**src/kd14_pkg.sv**
```systemverilog
// kd14_pkg: shared constants and types for the 14-dop build and box overlap core
`timescale 1ns / 1ps
`default_nettype none

package kd14_pkg;

    localparam int COORD_WIDTH_DEF = 32;
    localparam int NUM_AXES        = 7;
    localparam int NUM_COORDS      = 3;
    // axes 0..2 are x, y, z; a query takes the box interval on them as given
    localparam int NUM_PLAIN       = 3;

    typedef enum logic [1:0] {
        OP_CLEAR = 2'd0,
        OP_ADD   = 2'd1,
        OP_QUERY = 2'd2
    } op_t;

    // bit i set: the coordinate enters axis i; order x, y, z
    // axes: x, y, z, x+y+z, x-y+z, x+y-z, x-y-z
    localparam logic [NUM_AXES-1:0] AXIS_USE [NUM_COORDS] = '{
        7'b1111001,
        7'b1111010,
        7'b1111100
    };
    // bit i set: the coordinate enters axis i with a minus sign
    localparam logic [NUM_AXES-1:0] AXIS_NEG [NUM_COORDS] = '{
        7'b0000000,
        7'b1010000,
        7'b1100000
    };

    typedef struct packed {
        logic       valid;
        logic [1:0] op;
    } kd14_ctrl_t;

endpackage

`default_nettype wire

```
**src/kd14_if.sv**
```systemverilog
// kd14_if: valid/ready channels for input items and overlap results
`timescale 1ns / 1ps
`default_nettype none

interface kd14_in_if
    import kd14_pkg::*;
#(
    parameter int COORD_WIDTH = COORD_WIDTH_DEF
);
    logic                          valid;
    logic                          ready;
    logic [1:0]                    opcode;
    logic signed [COORD_WIDTH-1:0] first_x;
    logic signed [COORD_WIDTH-1:0] first_y;
    logic signed [COORD_WIDTH-1:0] first_z;
    logic signed [COORD_WIDTH-1:0] second_x;
    logic signed [COORD_WIDTH-1:0] second_y;
    logic signed [COORD_WIDTH-1:0] second_z;

    modport source (
        output valid, opcode, first_x, first_y, first_z, second_x, second_y, second_z,
        input  ready
    );
    modport sink (
        input  valid, opcode, first_x, first_y, first_z, second_x, second_y, second_z,
        output ready
    );
endinterface

interface kd14_out_if;
    logic valid;
    logic ready;
    logic overlap;

    modport source (
        output valid, overlap,
        input  ready
    );
    modport sink (
        input  valid, overlap,
        output ready
    );
endinterface

`default_nettype wire

```
**src/kd14_proj.sv**
```systemverilog
// kd14_proj: input word register and projection of a point or box onto the seven axes
`timescale 1ns / 1ps
`default_nettype none

module kd14_proj
    import kd14_pkg::*;
#(
    parameter int COORD_WIDTH = COORD_WIDTH_DEF,
    localparam int PW = COORD_WIDTH + 2
)(
    input  wire logic               clk,
    input  wire logic               rst_n,
    kd14_in_if.sink                 item,
    input  wire logic               adv,
    output kd14_ctrl_t              ctrl,
    output logic signed [PW-1:0]    lo_proj [NUM_AXES],
    output logic signed [PW-1:0]    hi_proj [NUM_AXES]
);

    logic                          valid_reg;
    logic                          valid_next;
    logic [1:0]                    op_reg;
    logic signed [COORD_WIDTH-1:0] a_reg [NUM_COORDS];
    logic signed [COORD_WIDTH-1:0] b_reg [NUM_COORDS];
    logic                          take;

    logic signed [PW-1:0] a_ext [NUM_COORDS];
    logic signed [PW-1:0] b_ext [NUM_COORDS];
    logic signed [PW-1:0] c_min [NUM_COORDS];
    logic signed [PW-1:0] c_max [NUM_COORDS];

    assign item.ready = !valid_reg || adv;
    assign take       = item.valid && item.ready;

    always_comb
    begin
        valid_next = valid_reg;
        if (take)
        begin
            valid_next = 1'b1;
        end
        else if (adv)
        begin
            valid_next = 1'b0;
        end
    end

    always_ff @(posedge clk or negedge rst_n)
    begin
        if (!rst_n)
        begin
            valid_reg <= 1'b0;
        end
        else
        begin
            valid_reg <= valid_next;
        end
    end

    always_ff @(posedge clk)
    begin
        if (take)
        begin
            op_reg   <= item.opcode;
            a_reg[0] <= item.first_x;
            a_reg[1] <= item.first_y;
            a_reg[2] <= item.first_z;
            b_reg[0] <= item.second_x;
            b_reg[1] <= item.second_y;
            b_reg[2] <= item.second_z;
        end
    end

    assign ctrl.valid = valid_reg;
    assign ctrl.op    = op_reg;

    always_comb
    begin
        for (int k = 0; k < NUM_COORDS; k++)
        begin
            a_ext[k] = PW'(a_reg[k]);
            b_ext[k] = PW'(b_reg[k]);
            c_min[k] = (a_ext[k] < b_ext[k]) ? a_ext[k] : b_ext[k];
            c_max[k] = (a_ext[k] < b_ext[k]) ? b_ext[k] : a_ext[k];
        end
    end

    // corner min/max of a diagonal splits per coordinate, so no corner sweep is needed
    always_comb
    begin
        logic signed [PW-1:0] pt_sum;
        logic signed [PW-1:0] qlo_sum;
        logic signed [PW-1:0] qhi_sum;
        for (int i = 0; i < NUM_AXES; i++)
        begin
            pt_sum  = '0;
            qlo_sum = '0;
            qhi_sum = '0;
            for (int k = 0; k < NUM_COORDS; k++)
            begin
                if (AXIS_USE[k][i])
                begin
                    if (AXIS_NEG[k][i])
                    begin
                        pt_sum  = pt_sum - a_ext[k];
                        qlo_sum = qlo_sum - c_max[k];
                        qhi_sum = qhi_sum - c_min[k];
                    end
                    else
                    begin
                        pt_sum  = pt_sum + a_ext[k];
                        qlo_sum = qlo_sum + c_min[k];
                        qhi_sum = qhi_sum + c_max[k];
                    end
                end
            end
            if (op_reg == OP_QUERY)
            begin
                if (i < NUM_PLAIN)
                begin
                    lo_proj[i] = a_ext[i];
                    hi_proj[i] = b_ext[i];
                end
                else
                begin
                    lo_proj[i] = qlo_sum;
                    hi_proj[i] = qhi_sum;
                end
            end
            else
            begin
                lo_proj[i] = pt_sum;
                hi_proj[i] = pt_sum;
            end
        end
    end

endmodule

`default_nettype wire

```
**src/kd14_bounds.sv**
```systemverilog
// kd14_bounds: bound registers, add and clear update, overlap test and result register
`timescale 1ns / 1ps
`default_nettype none

module kd14_bounds
    import kd14_pkg::*;
#(
    parameter int COORD_WIDTH = COORD_WIDTH_DEF,
    localparam int PW = COORD_WIDTH + 2
)(
    input  wire logic               clk,
    input  wire logic               rst_n,
    input  wire kd14_ctrl_t         ctrl,
    input  wire logic signed [PW-1:0] lo_proj [NUM_AXES],
    input  wire logic signed [PW-1:0] hi_proj [NUM_AXES],
    output logic                    adv,
    kd14_out_if.source              result
);

    localparam logic signed [PW-1:0] LOW_EMPTY  = {1'b0, {(PW-1){1'b1}}};
    localparam logic signed [PW-1:0] HIGH_EMPTY = {1'b1, {(PW-1){1'b0}}};

    logic signed [PW-1:0] low_reg   [NUM_AXES];
    logic signed [PW-1:0] high_reg  [NUM_AXES];
    logic signed [PW-1:0] low_next  [NUM_AXES];
    logic signed [PW-1:0] high_next [NUM_AXES];
    logic [NUM_AXES-1:0]  hit;
    logic                 out_valid_reg;
    logic                 out_valid_next;
    logic                 overlap_reg;
    logic                 out_free;
    logic                 is_query;

    assign is_query = (ctrl.op == OP_QUERY);
    assign out_free = !out_valid_reg || result.ready;
    // clear and add words never wait on the result register
    assign adv      = ctrl.valid && (!is_query || out_free);

    always_comb
    begin
        for (int i = 0; i < NUM_AXES; i++)
        begin
            // touching end points count as overlapping
            hit[i]       = !((high_reg[i] < lo_proj[i]) || (low_reg[i] > hi_proj[i]));
            low_next[i]  = low_reg[i];
            high_next[i] = high_reg[i];
            if (adv)
            begin
                case (ctrl.op)
                    OP_CLEAR:
                    begin
                        low_next[i]  = LOW_EMPTY;
                        high_next[i] = HIGH_EMPTY;
                    end
                    OP_ADD:
                    begin
                        if (lo_proj[i] < low_reg[i])
                        begin
                            low_next[i] = lo_proj[i];
                        end
                        if (hi_proj[i] > high_reg[i])
                        begin
                            high_next[i] = hi_proj[i];
                        end
                    end
                    default:
                    begin
                        low_next[i]  = low_reg[i];
                        high_next[i] = high_reg[i];
                    end
                endcase
            end
        end
    end

    always_ff @(posedge clk or negedge rst_n)
    begin
        if (!rst_n)
        begin
            for (int i = 0; i < NUM_AXES; i++)
            begin
                low_reg[i]  <= LOW_EMPTY;
                high_reg[i] <= HIGH_EMPTY;
            end
        end
        else
        begin
            for (int i = 0; i < NUM_AXES; i++)
            begin
                low_reg[i]  <= low_next[i];
                high_reg[i] <= high_next[i];
            end
        end
    end

    always_comb
    begin
        out_valid_next = out_valid_reg;
        if (adv && is_query)
        begin
            out_valid_next = 1'b1;
        end
        else if (result.ready)
        begin
            out_valid_next = 1'b0;
        end
    end

    always_ff @(posedge clk or negedge rst_n)
    begin
        if (!rst_n)
        begin
            out_valid_reg <= 1'b0;
        end
        else
        begin
            out_valid_reg <= out_valid_next;
        end
    end

    always_ff @(posedge clk)
    begin
        if (adv && is_query)
        begin
            overlap_reg <= &hit;
        end
    end

    assign result.valid   = out_valid_reg;
    assign result.overlap = overlap_reg;

`ifndef NO_ASSERTIONS
    a_adv_needs_word: assert property (@(posedge clk) disable iff (!rst_n)
        adv |-> ctrl.valid)
        else $error("word advanced with no valid word held");

    a_query_loads_result: assert property (@(posedge clk) disable iff (!rst_n)
        adv && is_query |=> out_valid_reg)
        else $error("query advanced without a result");

    a_other_keeps_result: assert property (@(posedge clk) disable iff (!rst_n)
        adv && !is_query && out_valid_reg && !result.ready
        |=> out_valid_reg && $stable(overlap_reg))
        else $error("clear or add disturbed a waiting result");

    a_clear_empties: assert property (@(posedge clk) disable iff (!rst_n)
        adv && (ctrl.op == OP_CLEAR)
        |=> (low_reg[0] == LOW_EMPTY) && (high_reg[NUM_AXES-1] == HIGH_EMPTY))
        else $error("clear left bounds set");

    a_add_orders_bounds: assert property (@(posedge clk) disable iff (!rst_n)
        adv && (ctrl.op == OP_ADD) |=> low_reg[0] <= high_reg[0])
        else $error("bounds inverted after add");
`endif

endmodule

`default_nettype wire

```
**src/kdop14_build_and_aabb_overlap_core.sv**
```systemverilog
// kdop14_build_and_aabb_overlap_core: 14-dop bound builder with box overlap query
//
//  channel  dir  handshake      payload
//  item     in   valid/ready    opcode, first_x/y/z, second_x/y/z (COORD_WIDTH each)
//  result   out  valid/ready    overlap (query words only)
//
//  one word per cycle sustained unless a query waits on a full result register; a query
//  result passes from the input register through projection and bound compare into the
//  result register. clear and add words give no result and pass a stalled result register.
//  reset empties all bounds at once and drops both valid flags.
//  a query waits in the input register only while the result register is full and
//  not being taken.
`timescale 1ns / 1ps
`default_nettype none

module kdop14_build_and_aabb_overlap_core
    import kd14_pkg::*;
#(
    parameter int COORD_WIDTH = COORD_WIDTH_DEF
)(
    input  wire logic  clk,
    input  wire logic  rst_n,
    kd14_in_if.sink    item,
    kd14_out_if.source result
);

    localparam int PW = COORD_WIDTH + 2;

    kd14_ctrl_t           ctrl;
    logic                 adv;
    logic signed [PW-1:0] lo_proj [NUM_AXES];
    logic signed [PW-1:0] hi_proj [NUM_AXES];

    kd14_proj #(
        .COORD_WIDTH (COORD_WIDTH)
    ) u_proj (
        .clk     (clk),
        .rst_n   (rst_n),
        .item    (item),
        .adv     (adv),
        .ctrl    (ctrl),
        .lo_proj (lo_proj),
        .hi_proj (hi_proj)
    );

    kd14_bounds #(
        .COORD_WIDTH (COORD_WIDTH)
    ) u_bounds (
        .clk     (clk),
        .rst_n   (rst_n),
        .ctrl    (ctrl),
        .lo_proj (lo_proj),
        .hi_proj (hi_proj),
        .adv     (adv),
        .result  (result)
    );

endmodule

`default_nettype wire

```
**src/flat_wrapper.sv**
```systemverilog
// flat-port wrapper written by rule: the top's interface ports become plain ports
module kdop14_build_and_aabb_overlap_core_flat import kd14_pkg::*;
#(
    parameter int COORD_WIDTH = COORD_WIDTH_DEF
)
  (clk, rst_n, item_valid, item_opcode, item_first_x, item_first_y, item_first_z, item_second_x, item_second_y, item_second_z, item_ready, result_valid, result_overlap, result_ready);
  kd14_in_if #(.COORD_WIDTH(COORD_WIDTH)) item_i ();
  kd14_out_if result_i ();
  input  wire logic clk;
  input  wire logic rst_n;
  input wire logic [$bits(item_i.valid)-1:0] item_valid;
  input wire logic [$bits(item_i.opcode)-1:0] item_opcode;
  input wire logic [$bits(item_i.first_x)-1:0] item_first_x;
  input wire logic [$bits(item_i.first_y)-1:0] item_first_y;
  input wire logic [$bits(item_i.first_z)-1:0] item_first_z;
  input wire logic [$bits(item_i.second_x)-1:0] item_second_x;
  input wire logic [$bits(item_i.second_y)-1:0] item_second_y;
  input wire logic [$bits(item_i.second_z)-1:0] item_second_z;
  output wire logic [$bits(item_i.ready)-1:0] item_ready;
  output wire logic [$bits(result_i.valid)-1:0] result_valid;
  output wire logic [$bits(result_i.overlap)-1:0] result_overlap;
  input wire logic [$bits(result_i.ready)-1:0] result_ready;
  assign item_i.valid = item_valid;
  assign item_i.opcode = item_opcode;
  assign item_i.first_x = item_first_x;
  assign item_i.first_y = item_first_y;
  assign item_i.first_z = item_first_z;
  assign item_i.second_x = item_second_x;
  assign item_i.second_y = item_second_y;
  assign item_i.second_z = item_second_z;
  assign item_ready = item_i.ready;
  assign result_valid = result_i.valid;
  assign result_overlap = result_i.overlap;
  assign result_i.ready = result_ready;
  kdop14_build_and_aabb_overlap_core #(.COORD_WIDTH(COORD_WIDTH)) u_core (.clk(clk), .rst_n(rst_n), .item(item_i), .result(result_i));
endmodule
```
**config.mk**
```make
export PLATFORM = sky130hd
export DESIGN_NAME = kdop14_build_and_aabb_overlap_core_flat
export DESIGN_NICKNAME = d
export VERILOG_FILES = /design/src/kd14_pkg.sv /design/src/kd14_if.sv /design/src/kd14_proj.sv /design/src/kd14_bounds.sv /design/src/kdop14_build_and_aabb_overlap_core.sv /design/src/flat_wrapper.sv
export SDC_FILE = /design/constraint.sdc
export NUM_CORES = 2
export LEC_CHECK = 0
export BUFFER_PORTS_ARGS = -buffer_cell sky130_fd_sc_hd__buf_2
export CAP_MARGIN = 40
export CORE_MARGIN = 5
export CORE_UTILIZATION = 35
export DETAILED_ROUTE_END_ITERATION = 16
export GPL_TIMING_DRIVEN = 0
export PLACE_DENSITY_LB_ADDON = 0.08
export SYNTH_ARGS = -nofsm -noshare
export SYNTH_HDL_FRONTEND = slang
export SYNTH_SLANG_ARGS = --single-unit
```
**constraint.sdc**
```tcl
create_clock -name clk -period 12.45 [get_ports clk]
set_input_delay 1.245 -clock clk [delete_from_list [all_inputs] [get_ports clk]]
set_output_delay 1.245 -clock clk [all_outputs]
set_load 0.02 [all_outputs]
```
==> results.yml <==
min_path:
  hp-class: "input pin to asynchronous set/reset pin"
place:
  gp_congestion: 0.9906
  portBuffers: 200
  place_area_um2: 88160
  dp_hpwl_mm: 339.1
setup_path:
  crit_path_start_kind: "flip-flop"
  arrival_ps: 13350
  critPathRequiredTime_ps: 12960
  crit_path_max_fanout: 6
  critPathKind: "flip-flop to flip-flop"
  rr_worst_depth: 52
  critPathSlowestCell: "or4_4"
  worstSetupEndpointType: "flip-flop"
  max_stage_delay_ps: 630
pwr:
  power.total_w: 0.02455
  power.density_nw_per_um2: 262.7
  ir_worst_vdd_uv: 118.4
  leakagePower_nw: 47.70
drt:
  first_pass_iters: 6
  route.detailed.drc: 0
  wirelength_mm: 394.1
  wl_per_cell_um: 28.84
  vias_per_cell: 5.698
  initialDrtViolationCount: 6484
  vias: 77870
  ant_nets: 0
run:
  drv_cap: 0
floorplan:
  fp.dieArea_um2: 242000
  row_count: 177
  die_h_um: 492.0
  core-area_um2: 231900
  start_util: 0.3506
  die_w_um: 492.0
  io_pins: 201
clock_network:
  postCtsHoldBufs: 0
  insertion_delay_ps: 800
  clkSinkCount: 667
  root_buffer: "clkbuf_16"
  cts_buffer_depth: 3
  clk_pin_slew_worst_paths_ps: 60
  cts_made_buffers: 92
  htreeDepth: 3
  cts_tree: "yes"
yosys:
  synth_commonest_cells: "ha_1 (1598), inv_1 (1328), a21oi_1 (826)"
  synth-edff-count: 195
  synth_area_leaders: "ha_1 (25%), dfstp_2 (7.6%), dfrtp_1 (7.3%)"
  synth_most_common_cell: "ha_1"
  synth_area_um2: 81300
  async_flop_share: 0.7076
  synth_top_cell_area_share: 0.2459
  syn_avg_cell_area_um2: 8.155
  syn_inst: 9970
  synth_top_area_cell: "ha_1"
  yosysSeqAreaShare: 0.2209
  syn-num-nets: 11780
  synth_ff_type: "dfrtp_1"
  ys_types: 99
  synth_warnings: 0
  ys_ff_latch: 667
global_routing:
  grt_overflow_total: 0
  grt_pass1_vias: 77990
  antenna_found_initial: 24
  grt_pass1_wl_mm: 544.6
  grt_max_degree: 87
  grt_usage: 0.3132
sta:
  finClkSkew_ps: 59.78
  worstMarginPinSlew_ps: 1144
  worst_slack_ps: -397.2
  rsz0062_at_grt: "yes"
  finalHoldViolations: 0
  max_slew_margin: 0.2315
  finalCriticalPeriod_ps: 12850
  slew_violations: 0
  setup_viol: 1
  post-route-period-util: 1.032
  fmax_ghz: 0.07784
layout:
  final_net_count: 12350
  design_area_um2: 93470
  syn_to_final_growth_pct: 14.96
  num-fill-cells: 23870
  layout-drive-gt1-share: 0.1100
run_status:
  violations: "setup timing"
  outcome: "complete, but fails checks"
[per-stage QoR]
step                      TNS (ps)  hold slack, ps  instances    util  setup slack, ps
after floorplan                  0           466.1       9970       -             1704
after global placement    -2447200           486.7      13210  0.3714            -7142
after detailed placement   -687240           490.5      13380  0.3802            -6025
after CTS                   -250.3           300.4      13650  0.4018           -250.3
after global routing        -532.4           364.6      13660  0.4030           -521.2
final                       -397.2           361.4      13670  0.4031           -397.2
[worst max-delay path: cells and delay by family, from the launching register on]
family,cells,cell delay (ps)
compound gates,24,5200
xor+xnor,2,880
fa+ha+maj,5,1650
buf+inv,7,900
flops,1,520
simple gates,14,3310
[layer usage]
layer,up-vias,global-route usage,routed length [µm]
met3,641,0.03756,22000
met1,38220,0.4037,169500
met4,12,0.1783,26830
met2,2584,0.5072,175700
li1,36410,-,-
met5,-,0,91
[repair_timing]
| item | 4_1_cts | 5_1_grt |
|---|---|---|
| setup buffers | 97 | 8 |
| gates resized for setup | 214 | 60 |
| pin swaps | 72 | 19 |
| endpoints found under the setup margin | 273 | 212 |
[power breakdown]
part           switching [W]  internal [W]  leakage [nW]  total (W)
registers           0.000333       0.00274          7.58    0.00307
logic                 0.0119       0.00677          38.6     0.0186
clock network        0.00121       0.00164          1.54    0.00285
total                 0.0134        0.0112          47.7     0.0246
[cells in the final DEF (no fill, tap or decap), drive strengths merged, types with 22 or more instances in the layout]
cell,Yosys,routed
inv,1328,1335
xnor2,365,365
nor2,825,825
dfrtp,237,237
buf,40,502
xor2,149,149
o21a,115,115
a21o,687,687
a31oi,130,130
a31o,26,26
o22a,82,82
o211ai,28,28
a21boi,28,28
ha,1598,1598
and2,36,36
or2,22,22
a211o,26,26
a221oi,24,24
nor3,116,116
mux2,23,23
nand2,555,555
a21oi,827,827
clkinv,0,30
mux2i,129,129
a211oi,49,49
or3,44,44
edfxtp,195,195
o21ai,567,567
nor4,28,28
o21bai,100,100
nor2b,173,173
o22ai,44,44
nand4,192,192
nand2b,155,155
and3,45,45
o31ai,68,68
dfstp,235,235
nand3,178,178
clkbuf,232,353
[kinds of logic after synthesis]
family                   after synthesis  share of synthesized area
AO/OA/AOI/OAI                       2983                     0.2364
XOR/XNOR                             515                    0.05588
buffers and inverters               1600                    0.07419
multiplexers                         152                    0.01947
AND/OR/NAND/NOR                     2430                     0.1419
flip-flops                           667                     0.2209
adder cells (fa/ha/maj)             1623                     0.2512
[final cells by class]
type	instances	area, µm²	share of cell area
clock inverter	54	659.4	0.007055
antenna	12	30.03	0.0003213
clock buffer	120	2529	0.02705
tap	3043	3807	0.04074
buffer	270	1199	0.01282
multi-input combinational	7703	58530	0.6262
timing repair buffer	470	3770	0.04033
sequential	667	17960	0.1922
inverter	1328	4985	0.05333
[worst paths after layout]
path / from / to / slack, ps
max: u_core.u_proj.a_reg[0][31]$_DFFE_PP_ / u_core.u_bounds.result.overlap$_DFFE_PP_ / -400
min: rst_n / u_core.u_bounds.high_reg[106]$_DFFE_PN0P_ / 360
max reg2reg: u_core.u_proj.a_reg[0][31]$_DFFE_PP_ / u_core.u_bounds.result.overlap$_DFFE_PP_ / -400
min reg2reg: u_core.u_bounds.low_reg[131]$_DFFE_PN1P_ / u_core.u_bounds.low_reg[131]$_DFFE_PN1P_ / 500
max in group asynchronous: rst_n / u_core.u_bounds.high_reg[192]$_DFFE_PN0P_ / 10740
min in group clk: u_core.u_bounds.low_reg[131]$_DFFE_PN1P_ / u_core.u_bounds.low_reg[131]$_DFFE_PN1P_ / 500
Power figures use the tool's default switching activity.
